## src/design/tkcv_pkg.sv

```systemverilog
// Package for the tile category vote block: payload structs, constants,
// and the controller/datapath command and status structs. No dependencies.
package tkcv_pkg;

  localparam int MaxK      = 8;
  localparam int NumCat    = 16;
  localparam int KW        = $clog2(MaxK);
  localparam int CW        = $clog2(NumCat);
  localparam int CntW      = 11;
  localparam int CountMax  = 2047;
  localparam int Tol       = 18;
  localparam int OpaqueA   = 128;
  localparam int LayerCost = 12;
  localparam int NearR     = 5;
  localparam int NearBonus = 8;

  localparam logic [1:0] RegMinPct = 2'd0;
  localparam logic [1:0] RegNeigh  = 2'd1;
  localparam logic [1:0] RegCols   = 2'd2;
  localparam logic [1:0] RegPix    = 2'd3;

  typedef struct packed {
    logic [31:0]       query_pixel;
    logic [31:0]       ref_pixel;
    logic [11:0]       query_tile;
    logic [11:0]       ref_tile;
    logic [3:0]        ref_category;
    logic signed [3:0] ref_layer;
    logic signed [3:0] query_layer;
    logic              last_pixel;
    logic              last_ref;
  } in_word_t;

  typedef struct packed {
    logic              found;
    logic [3:0]        winner_category;
    logic signed [7:0] peak_percent;
  } out_word_t;

  // controller -> datapath
  typedef struct packed {
    logic accum;      // fold the held pixel pair into the counts
    logic div_start;  // latch reference data, start divide and bonus
    logic div_step;   // one quotient bit
    logic score;      // apply adjustments, decide candidacy
    logic ins_step;   // one top-list compare/shift step
    logic vote_clr;   // clear the vote tallies
    logic vote_add;   // fold one top entry into tallies
    logic pick_step;  // examine one category
    logic finish;     // register result, clear top list
  } cmd_t;

  // datapath -> controller
  typedef struct packed {
    logic skip;       // reference not scored
    logic cand;       // score qualifies for the list
    logic ins_done;
    logic div_done;
    logic add_done;
    logic pick_done;
  } stat_t;

endpackage

```

## src/design/tkcv_datapath.sv

```systemverilog
// Datapath for the tile category vote: counters, serial divider, top list,
// tallies and winner search. Uses tkcv_pkg; driven by tkcv_ctrl.
module tkcv_datapath (
  input  logic                clk_i,
  input  logic                rst_ni,
  input  tkcv_pkg::in_word_t  item_i,
  input  tkcv_pkg::cmd_t      cmd_i,
  input  logic [6:0]          min_percent_i,
  input  logic [3:0]          neighbours_i,
  input  logic [11:0]         sheet_columns_i,
  input  logic [10:0]         tile_pixels_i,
  output tkcv_pkg::stat_t     stat_o,
  output tkcv_pkg::out_word_t res_o
);
  import tkcv_pkg::*;

  // ---- pixel accumulation
  logic [CntW-1:0] union_q, match_q, union_n, match_n;
  logic [7:0] qa, ra;
  logic       qo, ro, mt;

  function automatic logic close8(input logic [7:0] a, input logic [7:0] b);
    logic [7:0] d;
    d = (a > b) ? a - b : b - a;
    return d <= 8'(Tol);
  endfunction

  // counts with the held pair folded in, saturating
  always_comb begin
    qa = item_i.query_pixel[31:24];
    ra = item_i.ref_pixel[31:24];
    qo = qa >= 8'(OpaqueA);
    ro = ra >= 8'(OpaqueA);
    mt = close8(qa, ra);
    if (qo && ro)
      mt = mt && close8(item_i.query_pixel[23:16], item_i.ref_pixel[23:16])
              && close8(item_i.query_pixel[15:8], item_i.ref_pixel[15:8])
              && close8(item_i.query_pixel[7:0], item_i.ref_pixel[7:0]);
    union_n = union_q;
    match_n = match_q;
    if (qo || ro) begin
      if (union_q != CntW'(CountMax)) union_n = union_q + 1'b1;
      if (mt && match_q != CntW'(CountMax)) match_n = match_q + 1'b1;
    end
  end

  // ---- reference latch and serial divider (quotient of match*100/union,
  // also quotient/remainder of the tile indices by sheet_columns)
  logic [CntW-1:0]  un_q;
  logic [17:0]      num_q;   // match*100 < 2^18
  logic [17:0]      rem_q;
  logic [6:0]       quo_q;
  logic [11:0]      qtn_q, rtn_q, qtr_q, rtr_q, qtq_q, rtq_q;
  logic [4:0]       bit_q;
  logic [CW-1:0]    cat_q;
  logic signed [3:0] ql_q, rl_q;
  logic [17:0]      rem_sh;
  logic [12:0]      qsh, rsh;
  logic             skip_c;
  logic [CntW-1:0]  min_union;

  assign min_union = CntW'(tile_pixels_i >> 3);
  assign skip_c = (item_i.query_tile == item_i.ref_tile) || (union_n == '0) ||
                  (union_n < min_union);

  always_comb begin
    rem_sh = {rem_q[16:0], num_q[17]};
    qsh    = {qtr_q, qtn_q[11]};
    rsh    = {rtr_q, rtn_q[11]};
  end

  always_ff @(posedge clk_i) begin
    if (cmd_i.div_start) begin
      un_q  <= union_n;
      num_q <= 18'(match_n) * 18'd100;
      rem_q <= '0;
      quo_q <= '0;
      qtn_q <= item_i.query_tile;
      rtn_q <= item_i.ref_tile;
      qtr_q <= '0;
      rtr_q <= '0;
      qtq_q <= '0;
      rtq_q <= '0;
      cat_q <= item_i.ref_category[CW-1:0];
      ql_q  <= item_i.query_layer;
      rl_q  <= item_i.ref_layer;
    end else if (cmd_i.div_step) begin
      num_q <= {num_q[16:0], 1'b0};
      if (rem_sh >= 18'(un_q)) begin
        rem_q <= rem_sh - 18'(un_q);
        quo_q <= {quo_q[5:0], 1'b1};
      end else begin
        rem_q <= rem_sh;
        quo_q <= {quo_q[5:0], 1'b0};
      end
      if (bit_q < 5'd12) begin
        qtn_q <= {qtn_q[10:0], 1'b0};
        rtn_q <= {rtn_q[10:0], 1'b0};
        if (qsh >= 13'(sheet_columns_i)) begin
          qtr_q <= 12'(qsh - 13'(sheet_columns_i));
          qtq_q <= {qtq_q[10:0], 1'b1};
        end else begin
          qtr_q <= qsh[11:0];
          qtq_q <= {qtq_q[10:0], 1'b0};
        end
        if (rsh >= 13'(sheet_columns_i)) begin
          rtr_q <= 12'(rsh - 13'(sheet_columns_i));
          rtq_q <= {rtq_q[10:0], 1'b1};
        end else begin
          rtr_q <= rsh[11:0];
          rtq_q <= {rtq_q[10:0], 1'b0};
        end
      end
    end
  end

  always_ff @(posedge clk_i or negedge rst_ni) begin
    if (!rst_ni) begin
      union_q <= '0;
      match_q <= '0;
      bit_q   <= '0;
    end else begin
      if (cmd_i.accum) begin
        if (item_i.last_pixel) begin
          union_q <= '0;
          match_q <= '0;
        end else begin
          union_q <= union_n;
          match_q <= match_n;
        end
      end
      if (cmd_i.div_start) bit_q <= '0;
      else if (cmd_i.div_step) bit_q <= bit_q + 1'b1;
    end
  end

  // the last pixel is folded in combinationally: div_start latches the
  // folded counts while accum clears them in the same cycle
  // ---- scoring
  logic signed [8:0] pct_c;
  logic signed [8:0] pct_q;
  logic [11:0] dc, dr, dd;
  logic [3:0]  lay_d;
  logic [3:0]  bonus;

  always_comb begin
    dc = (qtr_q > rtr_q) ? qtr_q - rtr_q : rtr_q - qtr_q;
    dr = (qtq_q > rtq_q) ? qtq_q - rtq_q : rtq_q - qtq_q;
    dd = (dc > dr) ? dc : dr;
    unique case (dd[2:0])
      3'd0:    bonus = 4'd8;
      3'd1:    bonus = 4'd6;
      3'd2:    bonus = 4'd4;
      3'd3:    bonus = 4'd3;
      3'd4:    bonus = 4'd1;
      default: bonus = 4'd0;
    endcase
    if (sheet_columns_i == '0 || dd >= 12'(NearR)) bonus = 4'd0;
    lay_d = (ql_q > rl_q) ? 4'(ql_q - rl_q) : 4'(rl_q - ql_q);
    pct_c = $signed({2'b00, quo_q});
    if (!ql_q[3] && !rl_q[3] && ql_q != rl_q)
      pct_c = pct_c - $signed({1'b0, 8'(lay_d) * 8'(LayerCost)});
    pct_c = pct_c + $signed({5'b0, bonus});
  end

  // ---- top list, sorted descending, serial insert from the tail
  logic signed [8:0] top_s_q [MaxK];
  logic [CW-1:0]     top_c_q [MaxK];
  logic [KW:0]       fill_q;
  logic [KW:0]       pos_q;   // slot being considered
  logic              ins_done_c;
  logic [KW-1:0]     pi;

  assign pi = pos_q[KW-1:0];
  // pos_q is the slot receiving; its predecessor moves down if smaller
  assign ins_done_c = (pos_q == '0) || (top_s_q[pi - 1'b1] >= pct_q);

  always_ff @(posedge clk_i) begin
    if (cmd_i.score) pct_q <= pct_c;
    if (cmd_i.ins_step && pos_q < (KW+1)'(MaxK)) begin
      if (ins_done_c) begin
        top_s_q[pi] <= pct_q;
        top_c_q[pi] <= cat_q;
      end else begin
        top_s_q[pi] <= top_s_q[pi - 1'b1];
        top_c_q[pi] <= top_c_q[pi - 1'b1];
      end
    end
  end

  logic cand_c;
  assign cand_c = (pct_c >= $signed({2'b00, min_percent_i})) &&
                  ((fill_q < (KW+1)'(MaxK)) ||
                   (pct_c > top_s_q[KW'(MaxK-1)]));

  // ---- vote tallies
  logic [9:0]    w_q  [NumCat];
  logic [6:0]    pk_q [NumCat];
  logic          seen_q [NumCat];
  logic [KW:0]   vn_q;
  logic [KW:0]   klim;
  logic [CW:0]   pc_q;
  logic [9:0]    bw_q;
  logic [6:0]    bp_q;
  logic [CW-1:0] win_q;
  logic          fnd_q;
  logic [CW-1:0] vc;
  logic [CW-1:0] pcc;

  always_comb begin
    klim = (neighbours_i > 4'(MaxK)) ? (KW+1)'(MaxK) : (KW+1)'(neighbours_i);
    if (klim > fill_q) klim = fill_q;
    vc  = top_c_q[vn_q[KW-1:0]];
    pcc = pc_q[CW-1:0];
  end

  always_ff @(posedge clk_i or negedge rst_ni) begin
    if (!rst_ni) begin
      fill_q <= '0;
      pos_q  <= '0;
      vn_q   <= '0;
      pc_q   <= '0;
      fnd_q  <= 1'b0;
      for (int i = 0; i < NumCat; i++) seen_q[i] <= 1'b0;
    end else begin
      if (cmd_i.score)
        pos_q <= (fill_q < (KW+1)'(MaxK)) ? fill_q : (KW+1)'(MaxK-1);
      else if (cmd_i.ins_step) begin
        if (ins_done_c) begin
          if (fill_q < (KW+1)'(MaxK)) fill_q <= fill_q + 1'b1;
        end else pos_q <= pos_q - 1'b1;
      end
      if (cmd_i.vote_clr) begin
        vn_q  <= '0;
        pc_q  <= '0;
        fnd_q <= 1'b0;
        for (int i = 0; i < NumCat; i++) seen_q[i] <= 1'b0;
      end else if (cmd_i.vote_add && vn_q < klim) begin
        seen_q[vc] <= 1'b1;
        vn_q <= vn_q + 1'b1;
      end else if (cmd_i.pick_step) begin
        pc_q <= pc_q + 1'b1;
        if (seen_q[pcc] && (!fnd_q || w_q[pcc] > bw_q ||
            (w_q[pcc] == bw_q && pk_q[pcc] > bp_q))) fnd_q <= 1'b1;
      end
      if (cmd_i.finish) fill_q <= '0;
    end
  end

  always_ff @(posedge clk_i) begin
    if (cmd_i.vote_add && vn_q < klim) begin
      w_q[vc] <= (seen_q[vc] ? w_q[vc] : 10'd0) + 10'(top_s_q[vn_q[KW-1:0]]);
      if (!seen_q[vc] || 7'(top_s_q[vn_q[KW-1:0]]) > pk_q[vc])
        pk_q[vc] <= 7'(top_s_q[vn_q[KW-1:0]]);
    end
    if (cmd_i.pick_step && seen_q[pcc] && (!fnd_q || w_q[pcc] > bw_q ||
        (w_q[pcc] == bw_q && pk_q[pcc] > bp_q))) begin
      bw_q  <= w_q[pcc];
      bp_q  <= pk_q[pcc];
      win_q <= pcc;
    end
    if (cmd_i.finish) begin
      res_o.found           <= fnd_q;
      res_o.winner_category <= fnd_q ? 4'(win_q) : 4'd0;
      res_o.peak_percent    <= fnd_q ? $signed({1'b0, bp_q}) : -8'sd1;
    end
  end

  assign stat_o.skip      = skip_c;
  assign stat_o.cand      = cand_c;
  assign stat_o.ins_done  = ins_done_c;
  assign stat_o.div_done  = bit_q == 5'd17;
  assign stat_o.add_done  = vn_q >= klim;
  assign stat_o.pick_done = pc_q == (CW+1)'(NumCat-1);

endmodule

```

## src/design/tkcv_ctrl.sv

```systemverilog
// Controller for the tile category vote: sequences accumulate, divide,
// score, insert and vote. Uses tkcv_pkg; drives tkcv_datapath.
module tkcv_ctrl (
  input  logic            clk_i,
  input  logic            rst_ni,
  input  logic            in_valid_i,
  output logic            in_stall_o,
  input  logic            last_pixel_i,
  input  logic            last_ref_i,
  output logic            out_valid_o,
  input  logic            out_stall_i,
  input  tkcv_pkg::stat_t stat_i,
  output tkcv_pkg::cmd_t  cmd_o
);
  import tkcv_pkg::*;

  typedef enum logic [3:0] {
    S_IDLE, S_HOLD, S_DIV, S_SCORE, S_INS, S_VCLR, S_VADD, S_PICK, S_FIN, S_OUT
  } state_e;

  state_e state_q;
  logic   vote_q;
  logic   acc;

  // the pixel word is latched upstream; S_HOLD folds it and scores on a last pixel
  assign in_stall_o = !(state_q == S_IDLE);
  assign acc = in_valid_i && !in_stall_o;

  always_comb begin
    cmd_o = '0;
    unique case (state_q)
      S_IDLE:  cmd_o.accum = 1'b0;
      S_HOLD:  begin
        cmd_o.div_start = last_pixel_i && !stat_i.skip;
        cmd_o.accum     = 1'b1;
      end
      S_DIV:   cmd_o.div_step = 1'b1;
      S_SCORE: cmd_o.score = 1'b1;
      S_INS:   cmd_o.ins_step = 1'b1;
      S_VCLR:  cmd_o.vote_clr = 1'b1;
      S_VADD:  cmd_o.vote_add = 1'b1;
      S_PICK:  cmd_o.pick_step = 1'b1;
      S_FIN:   cmd_o.finish = 1'b1;
      S_OUT:   cmd_o.accum = 1'b0;
      default: cmd_o = '0;
    endcase
  end

  always_ff @(posedge clk_i or negedge rst_ni) begin
    if (!rst_ni) begin
      state_q     <= S_IDLE;
      vote_q      <= 1'b0;
      out_valid_o <= 1'b0;
    end else begin
      unique case (state_q)
        S_IDLE: if (acc) state_q <= S_HOLD;
        S_HOLD: begin
          vote_q <= last_pixel_i && last_ref_i;
          if (!last_pixel_i) state_q <= S_IDLE;
          else if (stat_i.skip) state_q <= last_ref_i ? S_VCLR : S_IDLE;
          else state_q <= S_DIV;
        end
        S_DIV:   if (stat_i.div_done) state_q <= S_SCORE;
        S_SCORE: state_q <= stat_i.cand ? S_INS : (vote_q ? S_VCLR : S_IDLE);
        S_INS:   if (stat_i.ins_done) state_q <= vote_q ? S_VCLR : S_IDLE;
        S_VCLR:  state_q <= S_VADD;
        S_VADD:  if (stat_i.add_done) state_q <= S_PICK;
        S_PICK:  if (stat_i.pick_done) state_q <= S_FIN;
        S_FIN: begin
          state_q     <= S_OUT;
          out_valid_o <= 1'b1;
        end
        S_OUT: if (!out_stall_i) begin
          out_valid_o <= 1'b0;
          state_q     <= S_IDLE;
        end
        default: state_q <= S_IDLE;
      endcase
    end
  end

endmodule

```

## src/design/tile_knn_category_vote_top.sv

```systemverilog
// Top level of the tile category vote block: input word register, config
// registers, controller and datapath. Uses tkcv_pkg, tkcv_ctrl, tkcv_datapath.
//
// Usage: stream one query/reference pixel pair per input word. in_valid_i
// with in_stall_o low accepts a word. The pair is counted in the next cycle,
// and no new word is taken until it has been. On a reference's last pixel,
// unless it is skipped, the score takes a bit-serial divide (match*100/union
// and tile/columns share that loop), a scoring step and, for a candidate,
// up to 8 insertion steps into the top list. On the final reference the vote
// adds up to 8 entries and scans 16 categories, one a cycle, then presents
// one result word on out_valid_o; it holds until out_stall_i is low. No new
// word is taken while a result waits. Config writes (cfg_we_i, cfg_idx_i,
// cfg_data_i) are taken at any edge, intended while idle.
// Reset clears counts, list fill and control; config returns to defaults.
module tile_knn_category_vote_top (
  input  logic                clk_i,
  input  logic                rst_ni,
  input  logic                in_valid_i,
  output logic                in_stall_o,
  input  tkcv_pkg::in_word_t  in_data_i,
  output logic                out_valid_o,
  input  logic                out_stall_i,
  output tkcv_pkg::out_word_t out_data_o,
  input  logic                cfg_we_i,
  input  logic [1:0]          cfg_idx_i,
  input  logic [11:0]         cfg_data_i
);
  import tkcv_pkg::*;

  in_word_t   item_q;
  cmd_t       cmd;
  stat_t      stat;
  logic [6:0]  min_pct_q;
  logic [3:0]  neigh_q;
  logic [11:0] cols_q;
  logic [10:0] pix_q;

  // config registers
  always_ff @(posedge clk_i or negedge rst_ni) begin
    if (!rst_ni) begin
      min_pct_q <= 7'd60;
      neigh_q   <= 4'd3;
      cols_q    <= 12'd1;
      pix_q     <= 11'd256;
    end else if (cfg_we_i) begin
      unique case (cfg_idx_i)
        RegMinPct: min_pct_q <= cfg_data_i[6:0];
        RegNeigh:  neigh_q   <= cfg_data_i[3:0];
        RegCols:   cols_q    <= cfg_data_i;
        RegPix:    pix_q     <= cfg_data_i[10:0];
        default:   pix_q     <= pix_q;
      endcase
    end
  end

  // input word register
  always_ff @(posedge clk_i) begin
    if (in_valid_i && !in_stall_o) item_q <= in_data_i;
  end

  tkcv_ctrl u_ctrl (
    .clk_i, .rst_ni, .in_valid_i, .in_stall_o,
    .last_pixel_i(item_q.last_pixel), .last_ref_i(item_q.last_ref),
    .out_valid_o, .out_stall_i, .stat_i(stat), .cmd_o(cmd)
  );

  tkcv_datapath u_dp (
    .clk_i, .rst_ni, .item_i(item_q), .cmd_i(cmd),
    .min_percent_i(min_pct_q), .neighbours_i(neigh_q),
    .sheet_columns_i(cols_q), .tile_pixels_i(pix_q),
    .stat_o(stat), .res_o(out_data_o)
  );

  // no word is taken while a result waits
  a_no_take_busy: assert property (@(posedge clk_i) disable iff (!rst_ni)
    out_valid_o |-> in_stall_o) else $error("input taken while result pending");

  // a waiting result holds while stalled
  a_hold: assert property (@(posedge clk_i) disable iff (!rst_ni)
    out_valid_o && out_stall_i |=> out_valid_o && $stable(out_data_o))
    else $error("result changed under stall");

  // abstain implies sentinel peak
  a_abstain: assert property (@(posedge clk_i) disable iff (!rst_ni)
    out_valid_o && !out_data_o.found |-> out_data_o.peak_percent == -8'sd1)
    else $error("abstain without sentinel");

endmodule

```

## config.mk

```make
export PLATFORM = sky130hd
export DESIGN_NAME = tile_knn_category_vote_top
export DESIGN_NICKNAME = d
export VERILOG_FILES = /design/src/design/tkcv_pkg.sv /design/src/design/tkcv_datapath.sv /design/src/design/tkcv_ctrl.sv /design/src/design/tile_knn_category_vote_top.sv
export SDC_FILE = /design/constraint.sdc
export NUM_CORES = 2
export LEC_CHECK = 0
export CAP_MARGIN = 5
export CORE_MARGIN = 5
export CORE_UTILIZATION = 55
export CTS_BUF_LIST = sky130_fd_sc_hd__clkbuf_8
export DETAILED_ROUTE_END_ITERATION = 16
export DONT_BUFFER_PORTS = 1
export GPL_TIMING_DRIVEN = 0
export PLACE_DENSITY = 0.7
export SLEW_MARGIN = 15
export SYNTH_ARGS = -nofsm -noshare
export SYNTH_HDL_FRONTEND = slang
export SYNTH_SLANG_ARGS = --single-unit
```

## constraint.sdc

```tcl
create_clock -name clk_i -period 9.1 [get_ports clk_i]
set_input_delay 1.82 -clock clk_i [delete_from_list [all_inputs] [get_ports clk_i]]
set_output_delay 1.82 -clock clk_i [all_outputs]
set_load 0.05 [all_outputs]
```

==> out/results.ini <==
[global_routing]
grt_pass1_vias = 30930
grt_first_pass_wirelength_um = 177300
grt_usage = 0.2673
grt_start_max_net_pins = 99
antenna_found_initial = 5
grt-ovfl-total = 0

[timing]
finalClockSkew_ns = 0.03886
drv_slew = 0
finalCriticalPeriod_ns = 8.581
max-slew-margin-rel = 0.1648
hold_viol = 0
worst_pin_slew_ns = 1.237
hold_ws_ns = 0.4177
setup_violations = 0
fmaxAchievable_mhz = 116.5
layout_setup_ws_ns = 0.5193
post-route-period-util = 0.9429
setup-tns-final_ns = 0

[floorplanning]
die_x_um = 291.2
die-height_um = 291.2
dieArea_um2 = 84810
fp.coreArea_um2 = 78740
start_util = 0.5524
rows = 103
io_pins = 136

[synthesis]
synth_top_area_cell = edfxtp_1
synth_edf_count = 584
synth_cells = 3791
yosys_warnings = 0
ys_seq_elements = 754
synthDistinctLibCells = 92
synthFlopType = edfxtp_1
syn_area_um2 = 43500
synth_area_leaders = edfxtp_1, ha_1, dfrtp_1
yosysSeqAreaShare = 0.4929
yosys.area.top_type_share = 0.4032
syn_avg_cell_area_um2 = 11.47
ys_async_sr_fraction = 0.1300
synth_nets = 4234

[layout]
nNetsFinal = 4394
final_cell_area_um2 = 47910
layoutNonFillerInstCount = 5113
syn_to_final_growth_pct = 10.14
nFillCells = 6321
final_core_util = 0.6084
layout-drive-gt1-share = 0.1252

[clock_network]
clk_pin_slew_ns = 0.06
clk_latency_ns = 0.81
cts_tree = done
numCtsBuffers = 134
cts_max_level = 4
cts_hold_buf = 0
cts_buffer_depth = 3
clock_sinks = 754
clk_root_buffer_cell = clkbuf_8

[setup_path]
critPathKind = flop to flop
crit_fanout = 10
endpoint_kind = flop
reg2reg_slack_ns = 0.52
crit_path_start_kind = flop
cp_num_buf_inv = 3
r2r-end = u_ctrl.state_q[0]
cp.required_ns = 9.77
arrival_ns = 9.25
crit_family = compound AO/OA/AOI/OAI gates
path_common_cell = ha_1
ff2ff_path_depth = 35
r2r_start = u_dp.rtq_q[0]
max_stage_delay_ns = 0.88
cpMaxStageDelayCell = nor3_1

[power_and_ir_drop]
p_leak_nw = 18.72
total_power_mw = 18.05
vdd_drop_max_mv = 0.2691
p_per_area_nw_per_um2 = 376.8

[drt]
drt-total-wl_um = 116000
drc_errors = 0
wl_per_cell_um = 22.69
avgViaCountPerCell = 6.157
drt-pass1-iter-count = 9
first_iter_violations = 3237
vias = 31480
ant_nets = 0

[worst_hold_path]
hold_start = item_q[8]
hold-path-endpoint = u_dp.rl_q[2]
hp-class = flop to flop
whs_path_depth = 0

[placement]
io_buffers = 0
dp_hpwl_um = 83130
dp_cells = 4862
place_congestion = 0.9493
post-place-ws_ns = 0.2245
place_area_um2 = 45260

[job]
drv_cap = 0

[run_status]
outcome = complete, no violations

## layer usage
layer | vias to the layer above | GRT usage | part of all wire
met5 | - | 0 | 0.000095
met4 | 2 | 0.1037 | 0.041
met3 | 335 | 0.07393 | 0.099
met2 | 1525 | 0.4165 | 0.45
met1 | 15150 | 0.3595 | 0.41
li1 | 14470 | - | -
## cells in the final DEF, fill, tap and decap left out, types with 49 or more instances in the layout
cell type,instances
a211oi_1,95
a21o_1,80
a21oi_1,157
and2_1,82
clkbuf_1,117
clkbuf_8,138
dfrtp_1,90
dfxtp_1,72
edfxtp_1,584
ha_1,295
inv_1,327
mux2_2,89
mux2i_1,163
mux4_2,96
nand2_1,362
nand4_1,49
nor2_1,165
nor2b_1,50
o21ai_0,148
o22ai_1,54
xnor2_1,83
## synth_stat cells (all sizes together), types with 8 or more instances
library cell and instances:
edfxtp 584, nand2 362, ha 295, inv 282, nor2 189, mux2i 164
a21oi 159, o21ai 154, clkbuf 118, a211oi 98, mux4 96, dfrtp 90
mux2 90, xnor2 88, and2 84, a21o 80, dfxtp 72, nor3 60
buf 59, o22ai 54, nor2b 50, nand4 49, a31oi 47, xor2 38
nand3 37, nand2b 31, a311oi 30, o21a 30, fa 27, a221oi 25
a22oi 20, and3 19, o211ai 18, o21bai 17, nor4 15, a21boi 13
o31ai 13, or3 12, nand3b 11, a22o 9, a2111oi 8, a211o 8
dfstp 8, o311ai 8
## worst max path at each step
stage | startpoint | to | slack, ns | cells past startpoint
final | u_dp.rtq_q[0] | u_ctrl.state_q[0] | 0.52 | 35
after floorplan | u_dp.qtr_q[0] | u_ctrl.state_q[2] | 1.60 | 40
after detailed placement | u_dp.qtr_q[0] | u_ctrl.state_q[2] | 0.22 | 37
after global routing | u_dp.qtr_q[0] | u_ctrl.state_q[0] | -0.004 | 37
after CTS | u_dp.qtr_q[0] | u_ctrl.state_q[2] | 0.16 | 37
after global placement | u_dp.qtr_q[0] | u_ctrl.state_q[2] | -0.81 | 40
## state kept, by name, indices dropped and copies added, names as in the netlist, 12 cells and up
register,cells
u_dp.w_q,160
u_dp.pk_q,112
item_q,102
u_dp.top_s_q,72
u_dp.top_c_q,32
u_dp.rem_q,17
u_dp.num_q,16
u_dp.seen_q,16
u_dp.res_o,13
cols_q,12
u_dp.qtn_q,12
u_dp.qtq_q,12
u_dp.qtr_q,12
u_dp.rtn_q,12
u_dp.rtq_q,12
u_dp.rtr_q,12
## kinds of logic after synthesis
logic type | after synthesis | synth area share
buffers and inverters | 459 | 0.04128
adder cells (fa/ha/maj) | 322 | 0.09728
AO/OA/AOI/OAI | 836 | 0.1295
multiplexers | 350 | 0.1107
XOR/XNOR | 126 | 0.02537
flip-flops | 754 | 0.4929
AND/OR/NAND/NOR | 944 | 0.1030
## what timing repair did
item / in CTS / in global routing
buffers inserted: 0 / 2
endpoints found under the setup margin: 0 / 2
gates resized for setup: 0 / 8
## layout make-up
| class | instances | area [um2] | share of cell area |
|---|---|---|---|
| antenna | 4 | 10.01 | 0.0002089 |
| sequential | 754 | 21440 | 0.4475 |
| timing repair buffer | 24 | 289.0 | 0.006033 |
| tap | 1050 | 1314 | 0.02742 |
| clock buffer | 138 | 1899 | 0.03964 |
| inverter | 282 | 1059 | 0.02209 |
| clock inverter | 106 | 635.6 | 0.01327 |
| buffer | 177 | 744.5 | 0.01554 |
| multi-input combinational | 2578 | 20520 | 0.4283 |
## power breakdown
group          switching (mW)  leakage, nW  internal (mW)  total [mW]
Sequential              0.348         7.15           4.89        5.24
Combinational            6.07         10.1           3.73        9.79
Clock                    1.45         1.44           1.57        3.02
Total                    7.87         18.7           10.2        18.1
(Power assumes the default switching activity.)
